**config.mk**
```make
export PLATFORM = sky130hd
export DESIGN_NAME = epoch_to_calendar_convert_core
export DESIGN_NICKNAME = d
export VERILOG_FILES = /design/src/design/e2c_pkg.sv /design/src/design/e2c_ctrl.sv /design/src/design/e2c_datapath.sv /design/src/design/epoch_to_calendar_convert_core.sv
export SDC_FILE = /design/constraint.sdc
export NUM_CORES = 1
export LEC_CHECK = 0
export BUFFER_PORTS_ARGS = -buffer_cell sky130_fd_sc_hd__buf_4
export CAP_MARGIN = 5
export CORE_ASPECT_RATIO = 0.6
export CORE_UTILIZATION = 45
export DETAILED_ROUTE_END_ITERATION = 7
export SETUP_SLACK_MARGIN = 0.15
export SLEW_MARGIN = 20
export SYNTH_ARGS = -nofsm -noshare
export SYNTH_HDL_FRONTEND = slang
export SYNTH_HIERARCHICAL = 1
export SYNTH_SLANG_ARGS = --single-unit
```
**constraint.sdc**
```tcl
create_clock -name clk_i -period 12.2 [get_ports clk_i]
set_input_delay 0.61 -clock clk_i [delete_from_list [all_inputs] [get_ports clk_i]]
set_output_delay 0.61 -clock clk_i [all_outputs]
set_load 0.01 [all_outputs]
```
**src/design/e2c_pkg.sv**
```systemverilog
`default_nettype none

package e2c_pkg;

  // Field widths
  localparam int unsigned EPOCH_W   = 32;
  localparam int unsigned OFFSET_W  = 18;
  localparam int unsigned IN_DATA_W = 56;
  localparam int unsigned OUT_DATA_W = 48;

  // Time constants
  localparam logic [5:0] MINUTE_LEN = 6'd60;
  localparam logic signed [OFFSET_W-1:0] OFFSET_MAX = 18'sd86400;
  localparam logic signed [OFFSET_W-1:0] OFFSET_MIN = -18'sd86400;

  // Bias of whole days (a multiple of seven) that keeps the dividend positive
  localparam logic [15:0] BIAS_DAYS = 16'd25004;
  localparam logic signed [33:0] BIAS_SECS = 34'sd2160345600;

  // Reciprocals for the constant divisions; a day is 675 * 2^7 seconds.
  // Each is the ceiling of 2^k over the divisor, exact over its input range.
  localparam logic [9:0]  DAY_ODD     = 10'd675;
  localparam logic [26:0] DAY_RECIP   = 27'd101806633;  // 2^36 / 675
  localparam logic [16:0] WEEK_RECIP  = 17'd74899;      // 2^19 / 7
  localparam logic [15:0] WEEK_LEN    = 16'd7;
  localparam logic [13:0] HOUR_RECIP  = 14'd9321;       // 2^21 / 225, after >> 4
  localparam logic [15:0] MINUTE_RECIP = 16'd34953;     // 2^19 / 15, after >> 2

  localparam logic [7:0] BASE_YEARS = 8'd70;   // 1970 minus 1900
  localparam logic [7:0] YEARS_2100 = 8'd200;
  localparam logic [3:0] LAST_MONTH = 4'd11;
  localparam logic [3:0] FEB = 4'd1;

  typedef enum logic [2:0] {
    OP_NONE,
    OP_LOAD,
    OP_DIV,
    OP_DAYS,
    OP_HOUR,
    OP_MIN,
    OP_YEAR,
    OP_MON
  } op_e;

  typedef enum logic [3:0] {
    ST_IDLE,
    ST_DIV,
    ST_DAYS,
    ST_HOUR,
    ST_MIN,
    ST_YEAR,
    ST_MON,
    ST_FINISH
  } state_e;

  typedef struct packed {
    op_e        op;
    logic       out_load;
  } cmd_t;

  typedef struct packed {
    logic year_done;
    logic mon_done;
  } status_t;

  // Leap rule over years since 1900; 2000 is leap, 1900 and 2100 are not
  function automatic logic is_leap(input logic [7:0] ys);
    return (ys[1:0] == 2'b00) && (ys != 8'd0) && (ys != YEARS_2100);
  endfunction

  function automatic logic [8:0] year_len(input logic [7:0] ys);
    return is_leap(ys) ? 9'd366 : 9'd365;
  endfunction

  function automatic logic [4:0] month_len(input logic leap, input logic [3:0] mon);
    logic [4:0] len;
    case (mon)
      FEB:                       len = leap ? 5'd29 : 5'd28;
      4'd3, 4'd5, 4'd8, 4'd10:   len = 5'd30;
      default:                   len = 5'd31;
    endcase
    return len;
  endfunction

endpackage

`default_nettype wire

```
**src/design/e2c_ctrl.sv**
```systemverilog
`default_nettype none

module e2c_ctrl (
  input  wire logic             clk_i,
  input  wire logic             rst_ni,
  input  wire logic             in_valid_i,
  output logic                  in_ready_o,
  input  wire logic             out_ready_i,
  output logic                  out_valid_o,
  output e2c_pkg::cmd_t         cmd_o,
  input  wire e2c_pkg::status_t sts_i
);
  import e2c_pkg::*;

  state_e     state_q, state_d;
  logic       out_valid_q, out_valid_d;

  // State and result valid
  always_ff @(posedge clk_i or negedge rst_ni) begin
    if (!rst_ni) begin
      state_q     <= ST_IDLE;
      out_valid_q <= 1'b0;
    end else begin
      state_q     <= state_d;
      out_valid_q <= out_valid_d;
    end
  end

  // Sequence the conversion phases
  always_comb begin
    state_d         = state_q;
    out_valid_d     = out_valid_q && !out_ready_i;
    cmd_o.op        = OP_NONE;
    cmd_o.out_load  = 1'b0;
    in_ready_o      = (state_q == ST_IDLE);
    case (state_q)
      ST_IDLE: begin
        if (in_valid_i) begin
          cmd_o.op = OP_LOAD;
          state_d  = ST_DIV;
        end
      end
      ST_DIV: begin
        cmd_o.op = OP_DIV;
        state_d  = ST_DAYS;
      end
      ST_DAYS: begin
        cmd_o.op = OP_DAYS;
        state_d  = ST_HOUR;
      end
      ST_HOUR: begin
        cmd_o.op = OP_HOUR;
        state_d  = ST_MIN;
      end
      ST_MIN: begin
        cmd_o.op = OP_MIN;
        state_d  = ST_YEAR;
      end
      ST_YEAR: begin
        cmd_o.op = OP_YEAR;
        if (sts_i.year_done) begin
          state_d = ST_MON;
        end
      end
      ST_MON: begin
        cmd_o.op = OP_MON;
        if (sts_i.mon_done) begin
          state_d = ST_FINISH;
        end
      end
      ST_FINISH: begin
        // Hand over once the output register is free
        if (!out_valid_q || out_ready_i) begin
          cmd_o.out_load = 1'b1;
          out_valid_d    = 1'b1;
          state_d        = ST_IDLE;
        end
      end
      default: begin
        state_d = ST_IDLE;
      end
    endcase
  end

  assign out_valid_o = out_valid_q;

endmodule

`default_nettype wire

```
**src/design/e2c_datapath.sv**
```systemverilog
`default_nettype none

module e2c_datapath (
  input  wire logic                                  clk_i,
  input  wire e2c_pkg::cmd_t                         cmd_i,
  input  wire logic signed [e2c_pkg::EPOCH_W-1:0]    epoch_seconds_i,
  input  wire logic signed [e2c_pkg::OFFSET_W-1:0]   offset_seconds_i,
  output e2c_pkg::status_t                           sts_o,
  output logic [e2c_pkg::OUT_DATA_W-1:0]             result_o
);
  import e2c_pkg::*;

  logic [32:0]        u_q;      // biased seconds
  logic [15:0]        q_q;      // biased day number
  logic [16:0]        r_q;      // seconds of the day
  logic [10:0]        day_min_q; // minutes of the day
  logic [2:0]         w_q;      // biased day number mod 7
  logic [4:0]         hour_q;
  logic [5:0]         min_q;
  logic [5:0]         sec_q;
  logic signed [15:0] days_q;
  logic [7:0]         ys_q;
  logic [8:0]         yday_q;
  logic [3:0]         mon_q;
  logic [OUT_DATA_W-1:0] result_q;

  logic signed [OFFSET_W-1:0] off_sat;
  logic signed [33:0] total;
  logic signed [33:0] biased;
  logic [52:0]        day_prod;
  logic [25:0]        day_rem;
  logic [32:0]        week_prod;
  logic [15:0]        week_rem;
  logic [26:0]        hour_prod;
  logic [30:0]        min_prod;
  logic [10:0]        min_full;
  logic [16:0]        sec_full;
  logic [16:0]        days_full;
  logic [8:0]         ylen_cur;
  logic [8:0]         ylen_prev;
  logic               year_fwd;
  logic               year_back;
  logic [4:0]         mlen;
  logic               mon_adv;
  logic [2:0]         wd_sum;
  logic [2:0]         weekday;

  // Clamp the offset and bias the sum so the division sees a positive value
  always_comb begin
    if (offset_seconds_i > OFFSET_MAX) begin
      off_sat = OFFSET_MAX;
    end else if (offset_seconds_i < OFFSET_MIN) begin
      off_sat = OFFSET_MIN;
    end else begin
      off_sat = offset_seconds_i;
    end
    total  = 34'(epoch_seconds_i) + 34'(off_sat);
    biased = total + BIAS_SECS;
  end

  // Day number: drop the 2^7 factor, then multiply by the reciprocal of 675
  assign day_prod = {27'd0, u_q[32:7]} * {26'd0, DAY_RECIP};
  assign day_rem  = u_q[32:7] - ({10'd0, q_q} * {16'd0, DAY_ODD});

  // Day number mod 7 for the weekday
  assign week_prod = {17'd0, q_q} * {16'd0, WEEK_RECIP};
  assign week_rem  = q_q - ({2'd0, week_prod[32:19]} * WEEK_LEN);

  // Hours and minutes of the day, then the leftovers within hour and minute
  assign hour_prod = {14'd0, r_q[16:4]} * {13'd0, HOUR_RECIP};
  assign min_prod  = {16'd0, r_q[16:2]} * {15'd0, MINUTE_RECIP};
  assign min_full  = day_min_q - ({6'd0, hour_q} * {5'd0, MINUTE_LEN});
  assign sec_full  = r_q - ({6'd0, day_min_q} * {11'd0, MINUTE_LEN});

  // Unbias the day number
  assign days_full = {1'b0, q_q} - {1'b0, BIAS_DAYS};

  // Year stepping, forward while a whole year fits, backward while negative
  assign ylen_cur  = year_len(ys_q);
  assign ylen_prev = year_len(ys_q - 8'd1);
  assign year_fwd  = !days_q[15] && (days_q >= $signed({7'd0, ylen_cur}));
  assign year_back = days_q[15];

  // Month stepping through the month-length table of the found year
  assign mlen    = month_len(is_leap(ys_q), mon_q);
  assign mon_adv = (mon_q < LAST_MONTH) && (days_q[8:0] >= {4'd0, mlen});

  assign sts_o.year_done = !year_fwd && !year_back;
  assign sts_o.mon_done  = !mon_adv;

  // Weekday: 1970-01-01 was a Thursday
  assign wd_sum  = w_q + 3'd4;
  assign weekday = (w_q >= 3'd3) ? (w_q - 3'd3) : wd_sum;

  // Working registers
  always_ff @(posedge clk_i) begin
    case (cmd_i.op)
      OP_LOAD: begin
        u_q <= biased[32:0];
      end
      OP_DIV: begin
        q_q <= day_prod[51:36];
      end
      OP_DAYS: begin
        r_q    <= {day_rem[9:0], u_q[6:0]};
        w_q    <= week_rem[2:0];
        days_q <= $signed(days_full[15:0]);
        ys_q   <= BASE_YEARS;
        mon_q  <= '0;
      end
      OP_HOUR: begin
        hour_q    <= hour_prod[25:21];
        day_min_q <= min_prod[29:19];
      end
      OP_MIN: begin
        min_q <= min_full[5:0];
        sec_q <= sec_full[5:0];
      end
      OP_YEAR: begin
        if (year_fwd) begin
          days_q <= days_q - $signed({7'd0, ylen_cur});
          ys_q   <= ys_q + 8'd1;
        end else if (year_back) begin
          days_q <= days_q + $signed({7'd0, ylen_prev});
          ys_q   <= ys_q - 8'd1;
        end else begin
          yday_q <= days_q[8:0];
        end
      end
      OP_MON: begin
        if (mon_adv) begin
          days_q <= days_q - $signed({11'd0, mlen});
          mon_q  <= mon_q + 4'd1;
        end
      end
      default: begin
      end
    endcase
  end

  // Output register, packed from the lowest bit up
  always_ff @(posedge clk_i) begin
    if (cmd_i.out_load) begin
      result_q <= {2'b00, yday_q, weekday, ys_q, mon_q,
                   5'(days_q[4:0] + 5'd1), hour_q, min_q, sec_q};
    end
  end

  assign result_o = result_q;

endmodule

`default_nettype wire

```
**src/design/epoch_to_calendar_convert_core.sv**
```systemverilog
`default_nettype none

// Channel  Direction  tdata fields (lowest bit up)
// s_axis   in         epoch_seconds[31:0], offset_seconds[49:32], zero fill to 56
// m_axis   out        second, minute, hour, day_of_month, month_index,
//                     years_since_1900, weekday, day_of_year, zero fill to 48
//
// One conversion runs through the load, division, day, hour and minute states,
// then the year and month stepping loops and the finish state; the day, hour
// and minute splits are reciprocal multiplies, and the loops step one year per
// cycle and one month per cycle.
// Reset clears the controller and the result valid flag; no clearing pass.
// A new input transfer is taken while a finished result still waits on m_axis;
// the next result waits in the controller until the output register is free.

module epoch_to_calendar_convert_core (
  input  wire logic                              clk_i,
  input  wire logic                              rst_ni,
  input  wire logic                              s_axis_tvalid,
  output logic                                   s_axis_tready,
  // epoch_seconds[31:0], offset_seconds[49:32], zeros[55:50]
  input  wire logic [e2c_pkg::IN_DATA_W-1:0]     s_axis_tdata,
  output logic                                   m_axis_tvalid,
  input  wire logic                              m_axis_tready,
  // second[5:0], minute[11:6], hour[16:12], day_of_month[21:17],
  // month_index[25:22], years_since_1900[33:26], weekday[36:34],
  // day_of_year[45:37], zeros[47:46]
  output logic [e2c_pkg::OUT_DATA_W-1:0]         m_axis_tdata
);
  import e2c_pkg::*;

  cmd_t    cmd;
  status_t sts;

  e2c_ctrl u_ctrl (
    .clk_i       (clk_i),
    .rst_ni      (rst_ni),
    .in_valid_i  (s_axis_tvalid),
    .in_ready_o  (s_axis_tready),
    .out_ready_i (m_axis_tready),
    .out_valid_o (m_axis_tvalid),
    .cmd_o       (cmd),
    .sts_i       (sts)
  );

  e2c_datapath u_datapath (
    .clk_i            (clk_i),
    .cmd_i            (cmd),
    .epoch_seconds_i  ($signed(s_axis_tdata[31:0])),
    .offset_seconds_i ($signed(s_axis_tdata[49:32])),
    .sts_o            (sts),
    .result_o         (m_axis_tdata)
  );

endmodule

`default_nettype wire

```
-- Word-level counts from Yosys, hierarchy flattened
Index checks and enable logic that the tools add are counted.
- eq/ne operators: 27
- bitwise gates (word level): 2
- reduce and logical (&&, ||, !) cells: 28
- $add $sub $neg: 16
- $lt $le $gt $ge: 6
- multiply operators: 8
- multiplexer cells: 27
- operators with widths (kind ; number):
    $mul A26 B27 Y52 const B ; 1
    $mux W16 ; 3
    $pmux W16 S3 ; 1
    $mux W18 ; 2
    $add A32 B18 Y33 ; 1
    $add A33 B33 Y33 const B ; 1
    $mul A16 B17 Y33 const B ; 1
    $pmux W4 S8 ; 1
    $mul A15 B16 Y30 const B ; 1
    $mul A13 B14 Y26 const B ; 1
    $pmux W3 S7 ; 1
    $eq A4 B3 Y1 const B ; 5
    $mux W4 ; 5
    $gt A18 B18 Y1 const B ; 1
    $lt A18 B18 Y1 const B ; 1
    $add A16 B10 Y16 ; 1
    $ge A16 B10 Y1 ; 1
    $mul A16 B10 Y10 const B ; 1
    $mux W8 ; 2
    $ne A8 B8 Y1 const B ; 2
    $pmux W8 S2 ; 1
    $reduce_bool A8 Y1 ; 2
    $sub A16 B10 Y16 ; 1
    $sub A16 B15 Y16 const B ; 1
    42 further kinds ; 76
- register bits: 185
- input port bits: 60

-- Depth between registers and ports, before layout
- depth after elaboration: 10
- mapped depth: 27
- depth with buffers taken out: 27

-- Hierarchy
The synthesis kept the hierarchy.
- modules (own cells, without submodules) (module ; seq. area each (um^2) ; times used ; cells an instance ; area an instance (um^2)):
    e2c_datapath ; 5255.0 ; 1 ; 2620 ; 27177.3
    e2c_ctrl ; 100.1 ; 1 ; 28 ; 266.5

-- Least setup slack after synthesis
OpenSTA, ideal clock, no wires.
- path type: flip-flop to flip-flop
- from: register u_datapath.u_q[13]
- to: register u_datapath.q_q[8], data pin
- stages on the path, launching flop included: 24
- arrival: 6.062 ns
- setup slack: 5.871 ns
- setup time: 0.267 ns
- period minus slack after synthesis: 6.329 ns
- cells stage by stage: edfxtp_1 > inv_1 > ha_1 > inv_1 > fa_1 > ha_1 > inv_1 > fa_1 > inv_1 > fa_1 > inv_1 > fa_1 > inv_1 > fa_1 > ha_1 > a21o_1 > a21oi_1 > o211a_1 > o211ai_1 > o211ai_1 > a21boi_0 > o41a_1 > a2111oi_0 > nor2_1
- longest elaborated chain between the ends: 1
- ends and longest elaborated chain (item ; line ; text):
    from (decl) ; e2c_datapath.sv:13 ; logic [32:0] u_q;
    from (signal assigned) ; e2c_datapath.sv:99 ; u_q <= biased[32:0];
    $mul A26 B27 Y52 ; e2c_datapath.sv:62 ; assign day_prod = {27'd0, u_q[32:7]} * {26'd0, DAY_RECIP};
    via u_datapath.day_prod[44] ; e2c_datapath.sv:30 ; logic [52:0] day_prod;
    to (signal assigned) ; e2c_datapath.sv:102 ; q_q <= day_prod[51:36];
    to (decl) ; e2c_datapath.sv:14 ; logic [15:0] q_q;
The timed path passes the listed nets, and every way through them passes these cells.
A chain may end at the register's enable or synchronous reset.

-- Final worst setup path
- from: register u_datapath.u_q[16]
- to: register u_datapath.q_q[9], data pin
The elaborated chain is that of the path after synthesis.

==> impl_metrics.env <==
export IMPL_min_period_ns=8.03
export IMPL_cp_slowest_cell="edfxtp_1"
export IMPL_cts_tree="yes"
export IMPL_setup_viol=0
export IMPL_ctsRootBufferMaster="clkbuf_16"
export IMPL_max_freq_ghz=0.125
export IMPL_worst_path_buf_inv=4
export IMPL_synth_edff_count=175
export IMPL_synth_area_leader_cell="ha_1"
export IMPL_core_area_um2=59700
export IMPL_vias=18462
export IMPL_slowest_delay_ns=0.84
export IMPL_drt_pass1_iter_count=5
export IMPL_crit_path_end_kind="flip-flop"
export IMPL_final_area_um2=29700
export IMPL_setup_slack_ns=4.17
export IMPL_synthToLayoutAreaGrowth_pct=8.30
export IMPL_synth_top_area_frac=0.295
export IMPL_n_antenna_cell=0
export IMPL_drc=0
export IMPL_syn_inst=2648
export IMPL_portBuffers=101
export IMPL_synth_seq_area_share=0.195
export IMPL_io_pins=110
export IMPL_setup_tns_ns=0
export IMPL_grt_pass1_vias=19185
export IMPL_cp_arrival_ns=8.25
export IMPL_row_count=69
export IMPL_crit_required_ns=12.42
export IMPL_worst_path_stages=20
export IMPL_dieHeight_um=193
export IMPL_endpoint="u_datapath/q_q[9]$_DFFE_PN_"
export IMPL_rsz0062_at_grt="false"
export IMPL_antenna_found_initial=0
export IMPL_synthMostInstantiatedCell="ha_1"
export IMPL_path_max_fanout=11
export IMPL_routabilityCongestion=0.929
export IMPL_hp_class="reg2reg"
export IMPL_critPathLaunch="u_datapath/u_q[16]$_DFFE_PN_"
export IMPL_yosysWarnings=6
export IMPL_postPlaceCellArea_um2=29100
export IMPL_clockBufferDepth=2
export IMPL_grt_util_all_layers=0.218
export IMPL_htree_levels=4
export IMPL_tightest_slew_ns=1.14
export IMPL_nets=3742
export IMPL_overflow=0
export IMPL_via_per_inst=5.18
export IMPL_dp_hpwl_mm=55.8
export IMPL_drt_total_wl_mm=65.0
export IMPL_yosys_top_cells_area="ha_1 (30%), fa_1 (22%), edfxtp_1 (19%)"
export IMPL_netlist_area_um2=27400
export IMPL_reg2reg_to="u_datapath/q_q[9]$_DFFE_PN_"
export IMPL_drv_cap=0
export IMPL_rr_worst_depth=20
export IMPL_clk_pin_slew_ns=0.08
export IMPL_ys_ff_latch=179
export IMPL_r2r_slack_ns=4.17
export IMPL_clock_latency_ns=0.46
export IMPL_period_share=0.658
export IMPL_drt_iter0_drc=1247
export IMPL_wl_per_cell_um=18.2
export IMPL_drive_gt1_frac=0.0640
export IMPL_grt_start_max_net_pins=40
export IMPL_startpoint_type="flip-flop"
export IMPL_place_ws_ns=4.32
export IMPL_die_area_um2=62000
export IMPL_stdcell_count=3564
export IMPL_cpLargestDelayFamily="adder cells"
export IMPL_cts_setup_buffers=0
export IMPL_worstSetupPathType="reg2reg"
export IMPL_grt_first_pass_wirelength_mm=105
export IMPL_reg2reg_from="u_datapath/u_q[16]$_DFFE_PN_"
export IMPL_ant_nets=0
export IMPL_final_max_slew_viol_count=0
export IMPL_avgSynthCellArea_um2=10.4
export IMPL_cts_sinks=179
export IMPL_ys_async_sr_fraction=0.0223
export IMPL_max_slew_margin=0.232
export IMPL_fillCellCount=5479
export IMPL_ys_flop_type="edfxtp_1"
export IMPL_path_common_cell="fa_1"
export IMPL_hold_viol=0
export IMPL_synth_commonest_cells="ha_1 (648), inv_1 (643), fa_1 (299)"
export IMPL_cts_buffers=17
export IMPL_die_w_um=321
export IMPL_start_util=0.459
export IMPL_synth_cell_types=81
export IMPL_skew_ns=0.0211
export IMPL_dp_cells=3531
export IMPL_cp_cell_sequence="inv_1 -> fa_1 -> fa_1 -> fa_1 -> inv_1 -> fa_1 -> inv_1 -> fa_1 -> fa_1 -> inv_1 -> ha_1 -> and2_1 -> nand4_1 -> or3_1 -> a211oi_1 -> o211ai_1 -> a21boi_0 -> o41a_1 -> a41oi_1 -> xnor2_1"
export IMPL_outcome="completed"
worst min path at each step:
stage	start	endpoint	slack, ns	cells after the start
floorplan	rst_ni	u_ctrl/out_valid_o$_DFF_PN0_	0.31	0
global placement	rst_ni	u_ctrl/out_valid_o$_DFF_PN0_	0.41	1
detailed placement	u_datapath/hour_q[4]$_DFFE_PN_	u_datapath/result_o[16]$_DFFE_PP_	0.40	0
CTS	u_datapath/sec_q[0]$_DFFE_PN_	u_datapath/result_o[0]$_DFFE_PP_	0.43	0
global route	u_datapath/sec_q[0]$_DFFE_PN_	u_datapath/result_o[0]$_DFFE_PP_	0.43	0
finish	u_datapath/sec_q[0]$_DFFE_PN_	u_datapath/result_o[0]$_DFFE_PP_	0.42	0
area by class of cell:
cell class / instances / area [µm²] / area share
inverter: 643 / 2410 / 0.0812
clock inverter: 15 / 180 / 0.00606
timing repair buffer: 114 / 858 / 0.0289
clock buffer: 17 / 425 / 0.0143
multi-input combinational: 1780 / 19500 / 0.655
sequential: 179 / 5360 / 0.180
tap: 816 / 1020 / 0.0344
cells in the final DEF (no fill, tap or decap), types with 17 or more instances in the layout:
| master | n |
|---|---|
| xnor2_1 | 102 |
| nor2_1 | 69 |
| fa_1 | 299 |
| nand2_1 | 80 |
| o21bai_1 | 18 |
| nor3_1 | 43 |
| a211oi_1 | 23 |
| and3_1 | 22 |
| xor2_1 | 45 |
| inv_1 | 643 |
| nand3_1 | 28 |
| a21oi_1 | 97 |
| buf_4 | 113 |
| a21o_1 | 45 |
| clkbuf_16 | 17 |
| o21ai_0 | 57 |
| edfxtp_1 | 175 |
| ha_1 | 648 |
metal layers:
layer  global-route usage  up-vias  part of all wire
met5                    0        -                 0
met4               0.0273        0            0.0062
met3               0.0438       35             0.068
met2                0.302      449              0.39
met1                0.353     9038              0.54
li1                     -     8940                 -
logic make-up after synthesis:
| kind of cell | Yosys count | synth area share |
|---|---|---|
| muxes | 4 | 0.00150 |
| DFF | 179 | 0.195 |
| and+or+nand+nor | 339 | 0.0636 |
| AOI/OAI and AO/OA | 341 | 0.0829 |
| other | 1 | 0.000137 |
| xor gates and xnor gates | 147 | 0.0469 |
| buffers and inverters | 690 | 0.0963 |
| adders and majority gates | 947 | 0.514 |
registers in the layout, indices dropped and copies added (netlist names):
| name | count |
|---|---|
| u_datapath/days_q | 16 |
| u_datapath/r_q | 17 |
| u_datapath/result_o | 46 |
| u_datapath/hour_q | 5 |
| u_datapath/day_min_q | 6 |
| u_datapath/sec_q | 6 |
| u_datapath/q_q | 16 |
| u_ctrl/out_valid_o | 1 |
| u_datapath/yday_q | 9 |
| u_datapath/u_q | 33 |
| u_datapath/w_q | 3 |
| u_ctrl/state_q | 3 |
| u_datapath/ys_q | 8 |
| u_datapath/min_q | 6 |
| u_datapath/mon_q | 4 |
timing repair:
action                                 in CTS  in global routing
hold buffers                                1                  0
setup endpoints to repair                   0                  0
endpoints found under the hold margin       4                  0
resized for setup                           0                  0
through the flow:
stage / hold slack [ns] / util
global route: 0.431 / 0.498
floorplan: 0.314 / -
global placement: 0.406 / 0.487
finish: 0.423 / 0.498
detailed placement: 0.405 / 0.487
CTS: 0.425 / 0.498
Power is left out: the tool's default activity adds up to more than one toggle a clock period on the data nets, which glitch-free logic cannot reach.
